<file path="src/hdl/assert_macros.svh">
// Assertion macros used by the tracer top-level RTL file.
`ifndef ASSERT_MACROS_SVH
`define ASSERT_MACROS_SVH

`ifndef SYNTHESIS

// A condition that must hold at every clock edge out of reset.
`define FLCT_ASSERT(lbl, clk, rst_n, cond) \
    lbl: assert property (@(posedge clk) disable iff (!rst_n) (cond)) \
        else $error("assertion failed");

// An implication checked in the same cycle.
`define FLCT_ASSERT_SAME(lbl, clk, rst_n, ante, cons) \
    lbl: assert property (@(posedge clk) disable iff (!rst_n) (ante) |-> (cons)) \
        else $error("assertion failed");

// An implication whose consequent is checked in the next cycle.
`define FLCT_ASSERT_NEXT(lbl, clk, rst_n, ante, cons) \
    lbl: assert property (@(posedge clk) disable iff (!rst_n) (ante) |=> (cons)) \
        else $error("assertion failed");

`else

`define FLCT_ASSERT(lbl, clk, rst_n, cond)
`define FLCT_ASSERT_SAME(lbl, clk, rst_n, ante, cons)
`define FLCT_ASSERT_NEXT(lbl, clk, rst_n, ante, cons)

`endif

`endif

</file>
<file path="src/hdl/flct_pkg.sv">
package flct_pkg;

    // Grid and coordinate sizes.
    localparam int GRID_SIZE  = 16;
    localparam int COORD_W    = 4;
    localparam int CFG_DATA_W = 4;
    // Bresenham error term: holds -30 .. +30.
    localparam int D_W        = 7;

    typedef logic [COORD_W-1:0] t_coord;
    typedef logic [D_W-1:0]     t_err;

    // Fixed-axis selector codes.
    typedef logic [1:0] t_axis;
    localparam t_axis AXIS_X = 2'd0;
    localparam t_axis AXIS_Y = 2'd1;
    localparam t_axis AXIS_Z = 2'd2;

    // Configuration register indexes.
    typedef logic t_cfg_idx;
    localparam t_cfg_idx CFG_TRACE_AXIS = 1'b0;
    localparam t_cfg_idx CFG_AXIS_POS   = 1'b1;

    // Controller states.
    typedef enum logic [1:0] {
        ST_IDLE,
        ST_MAIN,
        ST_PREV,
        ST_NEXT
    } t_flct_state;

    // Which cell the datapath forms for the current key.
    typedef enum logic [1:0] {
        CELL_MAIN,
        CELL_PREV,
        CELL_NEXT
    } t_flct_cell;

    // Commands from the controller to the datapath.
    typedef struct packed {
        logic       load;
        logic       emit;
        t_flct_cell cell_sel;
        logic       step;
        logic       advance;
        logic       last;
    } t_flct_cmd;

    // Status from the datapath to the controller.
    typedef struct packed {
        logic out_free;
        logic d_pos;
        logic at_end;
        logic below_grid;
    } t_flct_stat;

endpackage

</file>
<file path="src/hdl/flct_if.sv">
// Line channel: one item is a pair of tile endpoints.
interface flct_in_if;
    logic                        valid;
    logic                        ready;
    logic [flct_pkg::COORD_W-1:0] start_u;
    logic [flct_pkg::COORD_W-1:0] start_v;
    logic [flct_pkg::COORD_W-1:0] end_u;
    logic [flct_pkg::COORD_W-1:0] end_v;

    modport source (output valid, start_u, start_v, end_u, end_v, input ready);
    modport sink   (input valid, start_u, start_v, end_u, end_v, output ready);
endinterface

// Key channel: one item is a 3D cell key.
interface flct_out_if;
    logic                        valid;
    logic                        ready;
    logic [flct_pkg::COORD_W-1:0] key_a;
    logic [flct_pkg::COORD_W-1:0] key_b;
    logic [flct_pkg::COORD_W-1:0] key_c;
    logic                        final_cell;

    modport source (output valid, key_a, key_b, key_c, final_cell, input ready);
    modport sink   (input valid, key_a, key_b, key_c, final_cell, output ready);
endinterface

</file>
<file path="src/hdl/fattened_line_cell_tracer_unit.sv">
// Thickened line cell tracer.
// i_line takes one item per line: two 4-bit tile endpoints (start_u/v, end_u/v).
// o_key gives one item per 3D cell key of the line, in walk order, the fixed
// coordinate inserted on the axis set by configuration register 0 (trace_axis)
// and taken from register 1 (axis_position). The last key of a line carries
// final_cell. Configuration is written through i_cfg_we/i_cfg_idx/i_cfg_data,
// by the user only while no line is in flight; the block does not enforce it.
// The idle state loads an accepted line into the walk registers; the main state
// then forms the first key into the output register once that register is free.
// After that the walker forms one key per cycle while the output register can
// take it. A line gives 1 to 46 keys, and no new line is taken until the last.
// A new line is accepted in the cycle after the last key is formed, even while
// that key still waits in the output.
// When the receiver holds ready low, the walker stops with the key held in the
// output register and resumes when it is taken; no key is lost or repeated.
// Synchronous reset clears the controller, the output valid flag and both
// configuration registers (axis x, position 0); no clearing pass is needed.
`include "assert_macros.svh"

module fattened_line_cell_tracer_unit (
    input  logic                            i_clk,
    input  logic                            i_rst_n,
    flct_in_if.sink                         i_line,
    flct_out_if.source                      o_key,
    input  logic                            i_cfg_we,
    input  flct_pkg::t_cfg_idx              i_cfg_idx,
    input  logic [flct_pkg::CFG_DATA_W-1:0] i_cfg_data
);
    import flct_pkg::*;

    t_flct_cmd  w_cmd;
    t_flct_stat w_stat;
    logic       w_in_ready;

    // Sequencer.
    flct_ctrl u_ctrl (
        .i_clk      (i_clk),
        .i_rst_n    (i_rst_n),
        .i_in_valid (i_line.valid),
        .o_in_ready (w_in_ready),
        .i_stat     (w_stat),
        .o_cmd      (w_cmd)
    );

    assign i_line.ready = w_in_ready;

    // Line walker and output register.
    flct_dp u_dp (
        .i_clk        (i_clk),
        .i_rst_n      (i_rst_n),
        .i_cfg_we     (i_cfg_we),
        .i_cfg_idx    (i_cfg_idx),
        .i_cfg_data   (i_cfg_data),
        .i_start_u    (i_line.start_u),
        .i_start_v    (i_line.start_v),
        .i_end_u      (i_line.end_u),
        .i_end_v      (i_line.end_v),
        .i_cmd        (w_cmd),
        .o_stat       (w_stat),
        .o_out_valid  (o_key.valid),
        .i_out_ready  (o_key.ready),
        .o_key_a      (o_key.key_a),
        .o_key_b      (o_key.key_b),
        .o_key_c      (o_key.key_c),
        .o_final_cell (o_key.final_cell)
    );

    // No key is formed while the block waits for a line.
    `FLCT_ASSERT(a_idle_no_emit, i_clk, i_rst_n, !(w_in_ready && w_cmd.emit))
    // The last key of a line returns the block to accepting lines.
    `FLCT_ASSERT_NEXT(a_last_to_idle, i_clk, i_rst_n, w_cmd.emit && w_cmd.last, w_in_ready)
    // The major axis never advances past the end of the line.
    `FLCT_ASSERT_SAME(a_no_overrun, i_clk, i_rst_n, w_cmd.advance, !w_stat.at_end)
    // A key is formed only when the output register can take it.
    `FLCT_ASSERT_SAME(a_emit_free, i_clk, i_rst_n, w_cmd.emit, w_stat.out_free)

endmodule

</file>
<file path="src/hdl/flct_ctrl.sv">
module flct_ctrl (
    input  logic                   i_clk,
    input  logic                   i_rst_n,
    input  logic                   i_in_valid,
    output logic                   o_in_ready,
    input  flct_pkg::t_flct_stat   i_stat,
    output flct_pkg::t_flct_cmd    o_cmd
);
    import flct_pkg::*;

    t_flct_state r_state;
    t_flct_state n_state;
    logic        w_extra;

    // Extra cells follow a main cell when the minor axis moves before the end.
    assign w_extra = i_stat.d_pos && !i_stat.at_end;

    // State register.
    always_ff @(posedge i_clk) begin
        if (!i_rst_n) begin
            r_state <= ST_IDLE;
        end else begin
            r_state <= n_state;
        end
    end

    // Next state.
    always_comb begin
        n_state = r_state;
        case (r_state)
            ST_IDLE: begin
                if (i_in_valid) begin
                    n_state = ST_MAIN;
                end
            end
            ST_MAIN: begin
                if (i_stat.out_free) begin
                    if (w_extra) begin
                        n_state = ST_PREV;
                    end else if (i_stat.at_end) begin
                        n_state = ST_IDLE;
                    end
                end
            end
            ST_PREV: begin
                if (i_stat.out_free) begin
                    n_state = i_stat.below_grid ? ST_NEXT : ST_MAIN;
                end
            end
            ST_NEXT: begin
                if (i_stat.out_free) begin
                    n_state = ST_MAIN;
                end
            end
            default: begin
                n_state = ST_IDLE;
            end
        endcase
    end

    // Commands.
    always_comb begin
        o_in_ready     = 1'b0;
        o_cmd          = '0;
        o_cmd.cell_sel = CELL_MAIN;
        case (r_state)
            ST_IDLE: begin
                o_in_ready = 1'b1;
                o_cmd.load = i_in_valid;
            end
            ST_MAIN: begin
                o_cmd.emit     = i_stat.out_free;
                o_cmd.cell_sel = CELL_MAIN;
                o_cmd.step     = i_stat.out_free;
                o_cmd.last     = i_stat.at_end;
                o_cmd.advance  = i_stat.out_free && !w_extra && !i_stat.at_end;
            end
            ST_PREV: begin
                o_cmd.emit     = i_stat.out_free;
                o_cmd.cell_sel = CELL_PREV;
                o_cmd.advance  = i_stat.out_free && !i_stat.below_grid;
            end
            ST_NEXT: begin
                o_cmd.emit     = i_stat.out_free;
                o_cmd.cell_sel = CELL_NEXT;
                o_cmd.advance  = i_stat.out_free;
            end
            default: begin
                o_in_ready = 1'b0;
            end
        endcase
    end

endmodule

</file>
<file path="src/hdl/flct_dp.sv">
module flct_dp (
    input  logic                          i_clk,
    input  logic                          i_rst_n,
    input  logic                          i_cfg_we,
    input  flct_pkg::t_cfg_idx            i_cfg_idx,
    input  logic [flct_pkg::CFG_DATA_W-1:0] i_cfg_data,
    input  flct_pkg::t_coord              i_start_u,
    input  flct_pkg::t_coord              i_start_v,
    input  flct_pkg::t_coord              i_end_u,
    input  flct_pkg::t_coord              i_end_v,
    input  flct_pkg::t_flct_cmd           i_cmd,
    output flct_pkg::t_flct_stat          o_stat,
    output logic                          o_out_valid,
    input  logic                          i_out_ready,
    output flct_pkg::t_coord              o_key_a,
    output flct_pkg::t_coord              o_key_b,
    output flct_pkg::t_coord              o_key_c,
    output logic                          o_final_cell
);
    import flct_pkg::*;

    // Configuration.
    t_axis  r_trace_axis;
    t_coord r_axis_pos;

    // Walk state.
    t_coord r_major;
    t_coord r_end;
    t_coord r_minor;
    t_coord r_old_minor;
    t_coord r_prev;
    t_coord r_da;
    t_coord r_db;
    t_err   r_d;
    logic   r_step_neg;
    logic   r_steep;

    // Output register.
    logic   r_out_valid;
    t_coord r_key_a;
    t_coord r_key_b;
    t_coord r_key_c;
    logic   r_final;

    // Setup of a new line.
    t_coord w_adu;
    t_coord w_adv;
    logic   w_steep;
    t_coord w_a0s;
    t_coord w_a1s;
    t_coord w_b0s;
    t_coord w_b1s;
    logic   w_swap;
    t_coord w_a0;
    t_coord w_a1;
    t_coord w_b0;
    t_coord w_b1;
    t_coord w_da;
    t_coord w_db;
    t_err   w_d0;

    // Key formation.
    t_coord w_cmaj;
    t_coord w_cmin;
    t_coord w_u;
    t_coord w_v;
    t_coord w_ka;
    t_coord w_kb;
    t_coord w_kc;

    // Octant choice and endpoint ordering.
    always_comb begin
        w_adu   = (i_end_u >= i_start_u) ? i_end_u - i_start_u : i_start_u - i_end_u;
        w_adv   = (i_end_v >= i_start_v) ? i_end_v - i_start_v : i_start_v - i_end_v;
        w_steep = !(w_adv < w_adu);
        w_a0s   = w_steep ? i_start_v : i_start_u;
        w_a1s   = w_steep ? i_end_v   : i_end_u;
        w_b0s   = w_steep ? i_start_u : i_start_v;
        w_b1s   = w_steep ? i_end_u   : i_end_v;
        w_swap  = w_a0s > w_a1s;
        w_a0    = w_swap ? w_a1s : w_a0s;
        w_a1    = w_swap ? w_a0s : w_a1s;
        w_b0    = w_swap ? w_b1s : w_b0s;
        w_b1    = w_swap ? w_b0s : w_b1s;
        w_da    = w_a1 - w_a0;
        w_db    = (w_b1 >= w_b0) ? w_b1 - w_b0 : w_b0 - w_b1;
        w_d0    = {2'b00, w_db, 1'b0} - {3'b000, w_da};
    end

    // Status toward the controller.
    assign o_stat.out_free   = !r_out_valid || i_out_ready;
    assign o_stat.d_pos      = !r_d[D_W-1] && (r_d != '0);
    assign o_stat.at_end     = r_major == r_end;
    assign o_stat.below_grid = {1'b0, r_major} < (COORD_W+1)'(GRID_SIZE - 1);

    // Configuration registers.
    always_ff @(posedge i_clk) begin
        if (!i_rst_n) begin
            r_trace_axis <= AXIS_X;
            r_axis_pos   <= '0;
        end else if (i_cfg_we) begin
            case (i_cfg_idx)
                CFG_TRACE_AXIS: r_trace_axis <= i_cfg_data[1:0];
                CFG_AXIS_POS:   r_axis_pos   <= i_cfg_data[COORD_W-1:0];
                default:        r_axis_pos   <= r_axis_pos;
            endcase
        end
    end

    // Walk registers: load a line, step the error term, advance the major axis.
    always_ff @(posedge i_clk) begin
        if (i_cmd.load) begin
            r_major    <= w_a0;
            r_end      <= w_a1;
            r_minor    <= w_b0;
            r_prev     <= w_a0;
            r_da       <= w_da;
            r_db       <= w_db;
            r_d        <= w_d0;
            r_step_neg <= w_b1 < w_b0;
            r_steep    <= w_steep;
        end else begin
            if (i_cmd.step) begin
                if (o_stat.d_pos) begin
                    r_old_minor <= r_minor;
                    r_minor     <= r_step_neg ? r_minor - 1'b1 : r_minor + 1'b1;
                    r_d         <= r_d + {2'b00, r_db, 1'b0} - {2'b00, r_da, 1'b0};
                end else begin
                    r_d         <= r_d + {2'b00, r_db, 1'b0};
                end
            end
            if (i_cmd.advance) begin
                r_prev  <= r_major;
                r_major <= r_major + 1'b1;
            end
        end
    end

    // Cell of the current key in (major, minor), then in (u, v).
    always_comb begin
        case (i_cmd.cell_sel)
            CELL_MAIN: begin
                w_cmaj = r_major;
                w_cmin = r_minor;
            end
            CELL_PREV: begin
                w_cmaj = r_prev;
                w_cmin = r_minor;
            end
            CELL_NEXT: begin
                w_cmaj = r_major + 1'b1;
                w_cmin = r_old_minor;
            end
            default: begin
                w_cmaj = r_major;
                w_cmin = r_minor;
            end
        endcase
        w_u = r_steep ? w_cmin : w_cmaj;
        w_v = r_steep ? w_cmaj : w_cmin;
    end

    // Insert the fixed coordinate on the configured axis.
    always_comb begin
        case (r_trace_axis)
            AXIS_X: begin
                w_ka = r_axis_pos;
                w_kb = w_u;
                w_kc = w_v;
            end
            AXIS_Y: begin
                w_ka = w_u;
                w_kb = r_axis_pos;
                w_kc = w_v;
            end
            AXIS_Z: begin
                w_ka = w_u;
                w_kb = w_v;
                w_kc = r_axis_pos;
            end
            default: begin
                w_ka = '0;
                w_kb = '0;
                w_kc = '0;
            end
        endcase
    end

    // Output register valid flag.
    always_ff @(posedge i_clk) begin
        if (!i_rst_n) begin
            r_out_valid <= 1'b0;
        end else if (i_cmd.emit) begin
            r_out_valid <= 1'b1;
        end else if (i_out_ready) begin
            r_out_valid <= 1'b0;
        end
    end

    // Output register payload.
    always_ff @(posedge i_clk) begin
        if (i_cmd.emit) begin
            r_key_a <= w_ka;
            r_key_b <= w_kb;
            r_key_c <= w_kc;
            r_final <= i_cmd.last;
        end
    end

    assign o_out_valid  = r_out_valid;
    assign o_key_a      = r_key_a;
    assign o_key_b      = r_key_b;
    assign o_key_c      = r_key_c;
    assign o_final_cell = r_final;

endmodule
</file>
<file path="src/flat_wrapper.sv">
// flat-port wrapper written by rule: the top's interface ports become plain ports
module fattened_line_cell_tracer_unit_flat import flct_pkg::*;
  (i_clk, i_rst_n, i_cfg_we, i_cfg_idx, i_cfg_data, i_line_valid, i_line_start_u, i_line_start_v, i_line_end_u, i_line_end_v, i_line_ready, o_key_valid, o_key_key_a, o_key_key_b, o_key_key_c, o_key_final_cell, o_key_ready);
  flct_in_if i_line_i ();
  flct_out_if o_key_i ();
  input  logic i_clk;
  input  logic i_rst_n;
  input  logic i_cfg_we;
  input  flct_pkg::t_cfg_idx i_cfg_idx;
  input  logic [flct_pkg::CFG_DATA_W-1:0] i_cfg_data;
  input wire logic [$bits(i_line_i.valid)-1:0] i_line_valid;
  input wire logic [$bits(i_line_i.start_u)-1:0] i_line_start_u;
  input wire logic [$bits(i_line_i.start_v)-1:0] i_line_start_v;
  input wire logic [$bits(i_line_i.end_u)-1:0] i_line_end_u;
  input wire logic [$bits(i_line_i.end_v)-1:0] i_line_end_v;
  output wire logic [$bits(i_line_i.ready)-1:0] i_line_ready;
  output wire logic [$bits(o_key_i.valid)-1:0] o_key_valid;
  output wire logic [$bits(o_key_i.key_a)-1:0] o_key_key_a;
  output wire logic [$bits(o_key_i.key_b)-1:0] o_key_key_b;
  output wire logic [$bits(o_key_i.key_c)-1:0] o_key_key_c;
  output wire logic [$bits(o_key_i.final_cell)-1:0] o_key_final_cell;
  input wire logic [$bits(o_key_i.ready)-1:0] o_key_ready;
  assign i_line_i.valid = i_line_valid;
  assign i_line_i.start_u = i_line_start_u;
  assign i_line_i.start_v = i_line_start_v;
  assign i_line_i.end_u = i_line_end_u;
  assign i_line_i.end_v = i_line_end_v;
  assign i_line_ready = i_line_i.ready;
  assign o_key_valid = o_key_i.valid;
  assign o_key_key_a = o_key_i.key_a;
  assign o_key_key_b = o_key_i.key_b;
  assign o_key_key_c = o_key_i.key_c;
  assign o_key_final_cell = o_key_i.final_cell;
  assign o_key_i.ready = o_key_ready;
  fattened_line_cell_tracer_unit u_core (.i_clk(i_clk), .i_rst_n(i_rst_n), .i_line(i_line_i), .o_key(o_key_i), .i_cfg_we(i_cfg_we), .i_cfg_idx(i_cfg_idx), .i_cfg_data(i_cfg_data));
endmodule
</file>
<file path="config.mk">
export PLATFORM = sky130hd
export DESIGN_NAME = fattened_line_cell_tracer_unit_flat
export DESIGN_NICKNAME = d
export VERILOG_FILES = /design/src/hdl/flct_pkg.sv /design/src/hdl/flct_if.sv /design/src/hdl/fattened_line_cell_tracer_unit.sv /design/src/hdl/flct_ctrl.sv /design/src/hdl/flct_dp.sv /design/src/flat_wrapper.sv
export VERILOG_INCLUDE_DIRS = /design/src /design/src/hdl
export SDC_FILE = /design/constraint.sdc
export NUM_CORES = 1
export LEC_CHECK = 0
export ABC_CLOCK_PERIOD_IN_PS = 7400
export BUFFER_PORTS_ARGS = -buffer_cell sky130_fd_sc_hd__buf_4
export CAP_MARGIN = 20
export CELL_PAD_IN_SITES_DETAIL_PLACEMENT = 0
export CELL_PAD_IN_SITES_GLOBAL_PLACEMENT = 1
export CORE_UTILIZATION = 43
export CTS_CLUSTER_SIZE = 30
export DETAILED_ROUTE_END_ITERATION = 16
export PLACE_DENSITY_LB_ADDON = 0.1
export SLEW_MARGIN = 20
export SYNTH_ARGS = -nofsm -noshare
export SYNTH_HDL_FRONTEND = slang
export SYNTH_SLANG_ARGS = --single-unit
export TNS_END_PERCENT = 100
</file>
<file path="constraint.sdc">
create_clock -name i_clk -period 7.4 [get_ports i_clk]
set_clock_uncertainty 0.15 [all_clocks]
set_input_delay 0.37 -clock i_clk [delete_from_list [all_inputs] [get_ports i_clk]]
set_output_delay 0.37 -clock i_clk [all_outputs]
set_load 0.05 [all_outputs]
</file>
==> flow_summary.ini, run 1 <==
[status]
status = finished clean

[placed_design]
postPlaceCellArea_um2 = 5584
hpwl_mm = 9.087
port_buffers = 40
gp_congestion = 0.8678

[worst_setup_path]
critical_path.endpoint_type = flop
slowest_stage = maj3_1
critical_path_class = in -> reg
worstPathRequired_ps = 7410
r2r-start = u_core.u_ctrl.r_state[0]
cpLargestDelayFamily = adder cells
critical_path.max_fanout = 5
critical_path_buf_inv_count = 7
crit_top_cell = ha_1
startpoint_type = primary input
crit_path_start = i_line_end_u[0]
critPathMaxStageDelay_ps = 400
arrival_ps = 7090

[layout]
largest_reg_flops = 7
syn2layout_area_growth_pct = 21.96
postLayoutCellArea_um2 = 6025
antenna_cells = 0
drive_gt1_share_pct = 20.17
final_cell_mix = buf_4, nand2_1, ha_1
regMostFlops = u_core.u_dp.r_d
final_common_cell = buf_4
n_fill_cell = 1021
final_net_count = 673

[floorplanning]
die_w_um = 109.2
die_height_um = 109.2
die_area_um2 = 11920
rows = 38
core_area_um2 = 11030
ioPinCount = 41
start_util_pct = 44.78

[sta]
finalMaxSlewViolations = 0
hold_viol = 0
slew_headroom_pct = 37.12
fin_crit_ps = 7086
fin_crit_sh_pct = 95.75
worstMarginPinSlew_ps = 933.3
fmax_ghz = 0.1411
setup_viol_count_final = 0

[synth]
syn_inst = 510
yosys.area.top_type = edfxtp_1
synthArstFlopShare_pct = 0
synth_edf_count = 50
ys_types = 49
syn-num-nets = 598
synthTopCellsByArea = edfxtp_1, ha_1, mux2i_1
yosys_warnings = 0
synth.top_cell.area_share_pct = 30.40
yosys_register_bits = 59
synth-main-ff-cell = edfxtp_1
syn_avg_cell_area_um2 = 9.686
syn-cell-area_um2 = 4940
synth_seq_area_share_pct = 34.04

[clocking]
cts_tree = yes
cts_root_buffer = clkbuf_16
cts_hold_buffers = 0
cts_buffers = 9
clkLatencyLatePin_ps = 330
path_clk_slew_ps = 50
clock-sinks = 59
clk_path_buf_depth = 2
cts_max_level = 3

[global_routing]
gr-total-overflow = 0
antenna_found_initial = 0
grt_pass1_wl_mm = 18.37
grt_start_max_net_pins = 29
grt_pass1_vias = 3713
track_usage_pct = 20.50

[drt]
vias = 3919
via_per_inst = 5.368
ant_nets = 0
wl_per_cell_um = 15.72
finalWirelength_mm = 11.48
drtIter0Drc = 213
drcViolationCount = 0
drt_pass1_iterations = 4

[hold_path]
holdCritPathClass = in -> reg
worstHoldStart = i_cfg_data[1]

[flow_run]
cap_viol_max_count = 0
==> worst paths after layout <==
path	end	slack (ps)	cells after the start
hold / removal	u_core.u_dp.r_trace_axis[1]	160	3
hold reg to reg	u_core.u_ctrl.r_state[1]	350	2
setup / recovery	u_core.u_dp.r_d[5]	310	37
setup reg to reg	u_core.u_dp.r_old_minor[0]	4370	5
==> worst reg2reg max path, delay by kind of cell (launching register included) <==
family / cells / cell delay (ps)
fa+ha+maj: 1 / 240
buf+inv: 2 / 790
flops: 1 / 420
simple gates: 2 / 1090
==> layer usage <==
metal	up-vias	global-route usage (%)	routed length (um)
li1	1976	-	-
met1	1857	27.85	5336
met2	73	32.93	5527
met3	13	3.706	445
met4	0	6.571	170
met5	-	0	0
==> Yosys cell counts (4+ instances only) <==
cell,instances
a21oi_1,40
o21ai_0,20
nor2b_1,11
edfxtp_1,50
dfxtp_1,9
xor2_1,14
a21o_1,18
a21boi_0,5
o21a_1,4
mux2i_1,38
inv_1,45
o211ai_1,11
nand2_1,54
fa_1,10
ha_1,52
a22oi_1,4
a211oi_1,4
a222oi_1,4
xnor2_1,18
nor3_1,11
clkbuf_1,10
nand3_1,7
nand2b_1,4
nor2_1,26
and2_1,4
==> timing repair <==
action	in CTS	in global routing
setup endpoints to repair	0	5
resized for setup	0	11
buffers inserted	0	7
==> metrics by stage <==
step                cells  setup slack [ps]  util [%]  hold WS [ps]  TNS [ps]
global route          730            -68.97     54.62         158.4    -178.9
finish                730             314.4     54.62         159.8         0
detailed placement    705            -190.9     50.62         347.9    -710.1
CTS                   721             103.8     53.57         150.1         0
floorplan             510             59.94         -         306.3         0
global placement      705             30.97     50.62         340.5         0
==> cells by family after synthesis <==
family,after synthesis,share of synthesized area (%)
XOR/XNOR,32,5.674
adder cells (fa/ha/maj),64,17.63
AND/OR/NAND/NOR,126,11.88
buffers and inverters,64,5.243
flip-flops,59,34.04
multiplexers,41,8.384
AO/OA/AOI/OAI,124,17.15
==> area by class of cell <==
class	instances	area [um2]	area share, %
Multi-Input combinational cell	388	3058	50.76
Timing Repair Buffer	81	611.8	10.16
Tap cell	140	175.2	2.908
Clock inverter	7	100.1	1.661
Inverter	46	172.7	2.866
Sequential cell	59	1682	27.91
Clock buffer	9	225.2	3.738
Power of run 1 is not shown: default switching activity piles up to over one toggle a cycle in this logic, so the estimate is an artifact.
==> run 2, diff against run 1 <==
MAX_ROUTING_LAYER = met4   (was unset)
SETUP_SLACK_MARGIN = 0.1   (was unset)
==> flow_summary.ini, run 2 (synthesis gave the netlist of run 1 again) <==
[global_routing]
antenna_found_initial = 1
met3_usage_pct = 2.391
grt_pass1_wl_mm = 19.60
grt_start_max_net_pins = 29
gr-total-overflow = 0
use_met1_pct = 30.14
track_usage_pct = 22.01
grt_pass1_vias = 3893
grtUsageMet2_pct = 35.13
grt_busiest_layer = met2

[drt]
ant_nets = 0
wl_per_cell_um = 16.27
drtIter0Drc = 291
finalWirelength_mm = 11.85
drcViolationCount = 0
via_per_inst = 5.413
drt_pass1_iterations = 5
vias = 3941

[placed_design]
gp_congestion = 0.8821
hpwl_mm = 9.262
postPlaceCellArea_um2 = 5588
dp_slack_ps = -247.0
port_buffers = 40

[layout]
antenna_cells = 0
n_fill_cell = 1006
final_common_cell = buf_4
final_net_count = 671
regMostFlops = u_core.u_dp.r_d
largest_reg_flops = 7
drive_gt1_share_pct = 21.77
final_cell_mix = buf_4, nand2_1, edfxtp_1
postLayoutCellArea_um2 = 6071
syn2layout_area_growth_pct = 22.90

[worst_setup_path]
r2r-end = u_core.u_dp.r_old_minor[3]
critical_path_class = in -> reg
critical_path.endpoint_type = flop
critPathMaxStageDelay_ps = 430
startpoint_type = primary input
critical_path.max_fanout = 5
r2r_slack_ps = 4380
arrival_ps = 6870
slowest_stage = a2111oi_4
worstPathRequired_ps = 7280
rr_worst_depth = 5
r2r-start = u_core.u_ctrl.r_state[0]

[sta]
fin_crit_ps = 6989
fmax_ghz = 0.1431
final.setup.tns_ps = 0
finalMaxSlewViolations = 0
rsz0062_at_grt = no
finalWorstSetupSlack_ps = 410.9
worstMarginPinSlew_ps = 1062
whs_ps = 172.4
fin_crit_sh_pct = 94.45
hold_viol = 0
slew_headroom_pct = 28.79
setup_viol_count_final = 0

[clocking]
clk_path_buf_depth = 2
cts_buffers = 9
cts_hold_buffers = 0
clock-sinks = 59
cts_tree = yes
clkLatencyLatePin_ps = 320
path_clk_slew_ps = 60
cts_root_buffer = clkbuf_16
cts_max_level = 3

[flow_run]
cap_viol_max_count = 0

[status]
status = finished clean

[floorplanning]
die_area_um2 = 11920
rows = 38
die_w_um = 109.2
ioPinCount = 41
start_util_pct = 44.78
die_height_um = 109.2
core_area_um2 = 11030

[hold_path]
whs_path_depth = 3
holdCritPathClass = in -> reg
min_to = u_core.u_dp.r_trace_axis[1]
worstHoldStart = i_cfg_data[1]
-- run 2: changes by cell type in the layout (fill, tap and decap cells not counted), sizes merged --
cell and delta:
inv -1, clkbuf +2, clkinv -1, buf -1
o32ai -1
-- run 2: timing repair --
| item | 4_1_cts | 5_1_grt |
|---|---|---|
| pin swaps | 0 | 19 |
| gates cloned | 0 | 1 |
| endpoints found under the setup margin | 1 | 5 |
| hold endpoints to repair | 0 | 0 |
| setup buffers | 0 | 6 |
| resized for setup | 4 | 23 |
-- run 2: routing by layer --
| layer | vias up | part of all wire, % |
|---|---|---|
| met2 | 88 | 46 |
| met3 | 11 | 3.3 |
| met1 | 1872 | 49 |
| li1 | 1970 | - |
| met5 | - | 0 |
| met4 | 0 | 1.0 |
-- run 2: cell type report --
cell class / count / area, um2 / share of cell area [%]
clock buffer: 11 / 242.7 / 3.998
multi-input combinational: 387 / 3119 / 51.38
sequential: 59 / 1682 / 27.70
tap: 140 / 175.2 / 2.885
inverter: 46 / 172.7 / 2.844
timing repair buffer: 80 / 601.8 / 9.913
clock inverter: 5 / 77.57 / 1.278
-- run 2: worst max-delay path, delay by kind of cell --
| kind | cells | cell delay (ps) |
|---|---|---|
| adders and majority gates | 8 | 2260 |
| AOI/OAI and AO/OA | 11 | 1900 |
| buffers and inverters | 8 | 770 |
| and+or+nand+nor | 4 | 640 |
| muxes | 2 | 490 |
| xor gates and xnor gates | 2 | 390 |
-- run 2: how the worst max path moves through the flow --
stage,startpoint,end,slack (ps),cells after the start
2_1_floorplan,i_line_end_u[0],u_core.u_dp.r_d[4],150,39
3_3_place_gp,i_line_end_u[0],u_core.u_dp.r_d[4],10,36
3_5_place_dp,i_line_end_u[0],u_core.u_dp.r_d[4],-250,36
4_1_cts,i_line_end_u[0],u_core.u_dp.r_d[4],130,34
5_1_grt,i_line_end_u[0],u_core.u_dp.r_d[4],50,36
6_report,i_line_end_u[0],u_core.u_dp.r_d[4],410,35
-- run 2: metrics by stage --
step | instances | util [%]
finish | 728 | 55.04
global route | 728 | 55.04
CTS | 721 | 53.71
detailed placement | 705 | 50.66
global placement | 705 | 50.66
floorplan | 510 | -
Power of run 2 is left out for the same reason.
==> run 3, diff against run 2 <==
==> constraint.sdc (replaced) <==
create_clock -name i_clk -period 7.4 [get_ports i_clk]
set_clock_uncertainty 0.15 [all_clocks]
set_input_delay 1.11 -clock i_clk [delete_from_list [all_inputs] [get_ports i_clk]]
set_output_delay 1.11 -clock i_clk [all_outputs]
set_load 0.05 [all_outputs]
==> flow_summary.ini, run 3 (synthesis gave the netlist of run 1 again) <==
[hold_path]
holdCritPathClass = reg -> reg

[floorplanning]
rows = 38
core_area_um2 = 11030
die_height_um = 109.2
start_util_pct = 44.78
die_w_um = 109.2
die_area_um2 = 11920
ioPinCount = 41

[drt]
drtIter0Drc = 226
routed-wl-met2_mm = 5.623
wl_per_cell_um = 14.93
wl_met3_um = 376
drt_pass1_iterations = 5
top_layer = met4
finalWirelength_mm = 11.41
met1Wirelength_mm = 5.175
ant_nets = 0
vias = 4007
via_per_inst = 5.245
drcViolationCount = 0

[clocking]
cts_root_buffer = clkbuf_16
clkLatencyLatePin_ps = 320
cts_buffers = 9
clock-sinks = 59
cts_tree = yes
path_clk_slew_ps = 50
cts_max_level = 3
clk_path_buf_depth = 2
cts_hold_buffers = 0

[global_routing]
antenna_found_initial = 0
gr-total-overflow = 0
grt_pass1_vias = 3855
grt_pass1_wl_mm = 18.76
grt_start_max_net_pins = 29
track_usage_pct = 21.14

[sta]
fin_crit_sh_pct = 100.7
hold_viol = 0
setup_viol_count_final = 2
whs_ps = 360.1
rsz0062_at_grt = yes
finalMaxSlewViolations = 0
slew_headroom_pct = 31.27
fin_crit_ps = 7449
final.setup.tns_ps = -71.58
finalWorstSetupSlack_ps = -48.52
worstMarginPinSlew_ps = 1025
fmax_ghz = 0.1343

[layout]
largest_reg_flops = 7
instances_no_fill = 764
regMostFlops = u_core.u_dp.r_d
antenna_cells = 0
final_net_count = 707
n_fill_cell = 958
regArea_um2 = 1682
final_common_cell = buf_4
drive_gt1_share_pct = 28.21
syn2layout_area_growth_pct = 30.14
final_cell_mix = buf_4, nand2_1, edfxtp_1
utilization_pct = 58.28
multi_input_area_um2 = 3178

[worst_setup_path]
critPathMaxStageDelay_ps = 450
startpoint_type = primary input
arrival_ps = 7330
slowest_stage = fa_1
crit_top_cell = buf_6
worstPathRequired_ps = 7280
critical_path.max_fanout = 6
critical_path.endpoint_type = flop
critical_path_class = in -> reg

[status]
violations = setup timing
status = complete, but fails checks

[placed_design]
port_buffers = 40
hpwl_mm = 9.263
place_inst = 734
gp_congestion = 0.8436

[flow_run]
cap_viol_max_count = 0
-- run 3: final cells by class --
class,count,share of cell area [%]
flip-flops and latches,59,26.16
clock inverters,1,0.07785
clock buffers,15,4.652
inverters,46,2.919
multi-input cells,387,49.44
repair buffers,116,14.03
well taps,140,2.725
-- run 3: path summary, 6_finish.rpt --
kind                          startpoint  cells after the start                    endpoint  slack, ps
setup / recovery         i_line_end_u[0]                     36          u_core.u_dp.r_d[2]        -50
hold / removal    u_core.u_dp.r_minor[3]                      0  u_core.u_dp.r_old_minor[3]        360
setup reg to reg      u_core.u_dp.r_d[1]                      9          u_core.u_dp.r_d[6]       4500
hold reg to reg   u_core.u_dp.r_minor[3]                      0  u_core.u_dp.r_old_minor[3]        360
-- run 3: worst max-delay path, delay by kind of cell --
family	cells	cell delay [ps]
simple gates	3	580
compound gates	8	1090
buf+inv	12	1230
fa+ha+maj	9	2600
xor+xnor	1	110
mux	3	650
-- run 3: per-stage QoR --
step / instance area [um2] / worst slack (ps)
3_5_place_dp: 5932 / -345.5
4_1_cts: 6319 / 53.09
6_report: 6429 / -48.52
3_3_place_gp: 5932 / -165.1
2_1_floorplan: 5095 / -161.6
5_1_grt: 6429 / -428.3
-- run 3: repair_timing --
action	4_1_cts	5_1_grt
setup endpoints to repair	4	5
setup buffers	6	8
resized for setup	8	15
pin swaps	23	23
-- run 3: per-layer routing --
| layer | track usage, % | vias to the layer above |
|---|---|---|
| met5 | - | - |
| met4 | 7.048 | 0 |
| met3 | 2.929 | 14 |
| met2 | 36.07 | 89 |
| met1 | 25.65 | 1865 |
| li1 | - | 2039 |
Power of run 3 is left out for the same reason.
